===== config.mk =====
export PLATFORM = sky130hd
export DESIGN_NAME = scfa_ctrl
export DESIGN_NICKNAME = d
export VERILOG_FILES = /design/src/hdl/size_class_free_list_allocator_defines.svh /design/src/hdl/scfa_pkg.sv /design/src/hdl/scfa_ctrl.sv
export SDC_FILE = /design/constraint.sdc
export NUM_CORES = 1
export LEC_CHECK = 0
export BUFFER_PORTS_ARGS = -buffer_cell sky130_fd_sc_hd__buf_4
export CORE_AREA = 5 5 42 44
export CTS_CLUSTER_SIZE = 28
export DETAILED_ROUTE_END_ITERATION = 8
export DIE_AREA = 0 0 47 49
export HOLD_SLACK_MARGIN = 0.12
export PLACE_DENSITY = 0.56
export SYNTH_ARGS = -nofsm -noshare
export SYNTH_HDL_FRONTEND = slang
export SYNTH_SLANG_ARGS = --single-unit
export TNS_END_PERCENT = 5

===== constraint.sdc =====
create_clock -name clk -period 3.05 [get_ports clk]
set_input_delay 0.4575 -clock clk [delete_from_list [all_inputs] [get_ports clk]]
set_output_delay 0.4575 -clock clk [all_outputs]
set_load 0.05 [all_outputs]

===== src/hdl/size_class_free_list_allocator_defines.svh =====
// ----------------------------------------------------------------------------
// Allocator assertion macros
// Shared property wrappers for the size-class allocator checks.
// ----------------------------------------------------------------------------
`ifndef SIZE_CLASS_FREE_LIST_ALLOCATOR_DEFINES_SVH
`define SIZE_CLASS_FREE_LIST_ALLOCATOR_DEFINES_SVH

`ifndef SYNTHESIS
`define SCFA_ASSERT_IMP(lbl, ante, cons) \
	lbl: assert property (@(posedge clk) disable iff (!arst_n) (ante) |-> (cons)) \
		else $error("allocator check failed");
`define SCFA_ASSERT_NXT(lbl, ante, cons) \
	lbl: assert property (@(posedge clk) disable iff (!arst_n) (ante) |=> (cons)) \
		else $error("allocator check failed");
`else
`define SCFA_ASSERT_IMP(lbl, ante, cons)
`define SCFA_ASSERT_NXT(lbl, ante, cons)
`endif

`endif


===== src/hdl/scfa_pkg.sv =====
// ----------------------------------------------------------------------------
// Allocator package
// Size class table, status codes and controller/datapath interface types.
// ----------------------------------------------------------------------------
`default_nettype none
package scfa_pkg;

	localparam int NUM_TABLE = 64;

	localparam logic [16:0] CLASS_BYTES [NUM_TABLE] = '{
		17'd2, 17'd4, 17'd8, 17'd16, 17'd32, 17'd64,
		17'd80, 17'd96, 17'd112, 17'd128, 17'd160, 17'd192, 17'd224, 17'd256,
		17'd320, 17'd384, 17'd448, 17'd512, 17'd640, 17'd768, 17'd896, 17'd1024,
		17'd1152, 17'd1280, 17'd1408, 17'd1536, 17'd1664, 17'd1792, 17'd1920, 17'd2048,
		17'd2304, 17'd2560, 17'd2816, 17'd3072, 17'd3328, 17'd3584, 17'd3840, 17'd4096,
		17'd4608, 17'd5120, 17'd5632, 17'd6144, 17'd6656, 17'd7168, 17'd7680, 17'd8192,
		17'd9216, 17'd10240, 17'd11264, 17'd12288, 17'd13312, 17'd14336, 17'd15360,
		17'd16384, 17'd18432, 17'd20480, 17'd22528, 17'd24576, 17'd28672, 17'd32768,
		17'd40960, 17'd49152, 17'd57344, 17'd65536
	};

	localparam logic [2:0] ST_OK        = 3'd0;
	localparam logic [2:0] ST_ZERO      = 3'd1;
	localparam logic [2:0] ST_LARGE     = 3'd2;
	localparam logic [2:0] ST_EXHAUSTED = 3'd3;
	localparam logic [2:0] ST_BADFREE   = 3'd4;

	localparam logic REQ_ALLOC = 1'b0;
	localparam logic REQ_FREE  = 1'b1;

	typedef struct packed {
		logic       capture;
		logic       search;
		logic [2:0] step_bit;
		logic       decide;
		logic       pop;
		logic       mul;
	} cmd_t;

	typedef struct packed {
		logic need_pop;
	} stat_t;

endpackage
`default_nettype wire


===== src/hdl/scfa_ctrl.sv =====
// ----------------------------------------------------------------------------
// Allocator controller
// Sequences class search, metadata read, decision, list pop and offset.
// ----------------------------------------------------------------------------
`default_nettype none
module scfa_ctrl import scfa_pkg::*; (
	input  wire   clk,
	input  wire   arst_n,
	input  wire   start,
	input  stat_t stat,
	output cmd_t  cmd,
	output logic  busy,
	output logic  done
);

	typedef enum logic [2:0] {
		S_IDLE,
		S_SEARCH,
		S_READ,
		S_DECIDE,
		S_POP,
		S_MUL
	} state_t;

	state_t     state_q;
	logic [2:0] step_q;
	logic       busy_q;
	logic       done_q;

	always_ff @(posedge clk or negedge arst_n) begin
		if (!arst_n) begin
			state_q <= S_IDLE;
			step_q  <= 3'd0;
			busy_q  <= 1'b0;
			done_q  <= 1'b0;
		end else begin
			done_q <= 1'b0;
			case (state_q)
				S_IDLE: begin
					if (start) begin
						state_q <= S_SEARCH;
						step_q  <= 3'd5;
						busy_q  <= 1'b1;
					end
				end
				S_SEARCH: begin
					if (step_q == 3'd0) begin
						state_q <= S_READ;
					end else begin
						step_q <= step_q - 3'd1;
					end
				end
				S_READ:   state_q <= S_DECIDE;
				S_DECIDE: state_q <= stat.need_pop ? S_POP : S_MUL;
				S_POP:    state_q <= S_MUL;
				S_MUL: begin
					state_q <= S_IDLE;
					busy_q  <= 1'b0;
					done_q  <= 1'b1;
				end
				default: state_q <= S_IDLE;
			endcase
		end
	end

	always_comb begin
		cmd          = '0;
		cmd.capture  = (state_q == S_IDLE) && start;
		cmd.search   = (state_q == S_SEARCH);
		cmd.step_bit = step_q;
		cmd.decide   = (state_q == S_DECIDE);
		cmd.pop      = (state_q == S_POP);
		cmd.mul      = (state_q == S_MUL);
	end

	assign busy = busy_q;
	assign done = done_q;

endmodule
`default_nettype wire


==> qor.csv <==
metric;value;unit
tightestPinTransition;399.5;ps
hold_ws;485.6;ps
ioPinCount;14;
synthMuxAreaShare;2.550;%
port_buffers;13;
syn_avg_cell_area;11.32;sq um
fin_crit_sh;61.72;%
finalMaxSlewViolations;0;
critPathMaxFanout;9;
fin_tns_setup;0;ps
fin_skew;0.2723;ps
root_buffer;clkbuf_4;
drc;0;
synth_compound_area_share;10.76;%
area_growth_syn_to_layout;31.16;%
required;2590;ps
coreArea;0.001401;sq mm
rows;14;
start_kind;flip-flop;
wl_per_cell;12.50;um
status;finished, final reports clean;
seqCellArea;200.2;sq um
drt-total-wl;875;um
ys_ff_latch;8;
drive_gt1_share;38.89;%
dieHeight;49;um
postSynthCellCount;39;
post-route-min-period;1882;ps
grt_first_pass_wirelength;1566;um
rsz0062_at_grt;no;
syn-cell-area;441.7;sq um
overflow;0;
die_w;47;um
ys_seq_area_share;45.33;%
clock_sinks;8;
cts_tree;yes;
grt_max_degree;11;
yosys.area_share.simple;28.61;%
maxCapViolCount;0;
place_congestion;0.6669;
hold_path_class;input port to flip-flop;
synth_top_family_by_area;simple AND/OR/NAND/NOR gates;
syn_nets;45;
cp_slowest_stage_delay;500;ps
grt_pass1_vias;350;
synthAdderAreaFrac;5.666;%
fillers;155;
postCtsSetupRepairBufs;0;
dpl_cell_area;546.8;sq um
die-area;0.002303;sq mm
cts_buffer_depth;2;
final_common_cell;buf_4;
maxSlewHeadroom;73.37;%
crit_chain;nor4b_4 > buf_4;
vias;327;
setup_viol;0;
place_hpwl;660.4;um
antenna_found_initial;0;
initial_core_util;31.52;%
dr.pass1.iters;2;
nets;62;
worstPathArrival;1420;ps
crit_type;flip-flop to output pin;
vias_per_cell;4.671;
layout_common_cells;buf_4, dfrtp_1, inv_1, a21oi_1, clkbuf_4;
n_antenna_cell;0;
ys.warnings.count;0;
design_area;579.3;sq um
slowest_stage;dfrtp_1;
antenna_left;0;
ys_types;22;
max_freq;531.2;MHz
clk_latency;250;ps
critPathCaptureType;output pin;
htree_levels;1;
finalHoldViolations;0;
drtIter0Drc;2;
multi_input_area;210.2;sq um
grt_usage;9.858;%
synth-xor-area-share;0;%
path_clk_slew;50;ps
cts_made_buffers;3;
==> metrics by stage <==
step	std cells	utilization, %	worst slack (ps)
floorplan	39	-	925.1
global placement	66	39.02	1434
detailed placement	66	39.02	1434
CTS	70	41.34	1158
global route	70	41.34	1089
finish	70	41.34	1168
==> cell usage after synthesis (all sizes together) <==
cell type	instances	area (sq um)
a21oi	3	15.01
a22o	1	8.760
a22oi	1	7.510
and2	1	7.510
and3b	1	8.760
buf	2	12.51
dfrtp	8	200.2
ha	2	25.02
inv	5	18.77
mux2	1	11.26
nand2	1	3.750
nor2	2	7.510
nor2b	2	12.51
nor3	1	5.000
nor3b	2	20.02
nor4b	2	47.55
o21ai	1	5.000
o21bai	1	11.26
or2	1	6.260
or4	1	7.510
==> area by class of cell <==
| cell class | instances | share of cell area (%) |
|---|---|---|
| Multi-Input combinational cell | 24 | 36.29 |
| Sequential cell | 8 | 34.56 |
| Timing Repair Buffer | 14 | 18.57 |
| Clock buffer | 3 | 3.888 |
| Tap cell | 16 | 3.456 |
| Inverter | 5 | 3.240 |
==> sequential cells by signal (all words and copies together), names as in the netlist <==
| name | cells |
|---|---|
| busy | 1 |
| step_q | 3 |
| done | 1 |
| state_q | 3 |
==> final timing paths <==
kind / start / endpoint / slack, ps / depth (start not counted)
setup / recovery: state_q[2] / cmd[7] / 1170 / 2
hold / removal: stat / state_q[0] / 490 / 3
setup reg to reg: step_q[0] / step_q[1] / 1460 / 6
hold reg to reg: step_q[0] / step_q[0] / 510 / 1
max in group asynchronous: arst_n / step_q[0] / 2360 / 2
min in group asynchronous: arst_n / state_q[0] / 560 / 2
==> critical path: cells and delay by family, from the launching register on <==
kind          cells  cell delay (ps)
buf+inv           1              260
simple gates      1              410
flops             1              500
==> metal layers <==
layer	wire length [um]	vias up	global-route usage [%]
met4	34	0	8.295
met5	0	-	0
met2	373	10	12.90
met3	51	4	2.214
li1	-	166	-
met1	416	147	13.03
==> kinds of logic (layout without fill, tap and decap cells) <==
logic type	after synthesis	count (layout)
DFF	8	8
buffers and inverters	7	22
AOI/OAI and AO/OA	7	7
and+or+nand+nor	14	14
muxes	1	1
adders and majority gates	2	2
==> repair_timing <==
action	4_1_cts	5_1_grt
hold buffers	1	0
gates resized for setup	0	0
endpoints found under the hold margin	8	0
Power is not shown: default switching activity piles up to over one toggle a cycle in this logic, so the estimate is an artifact.
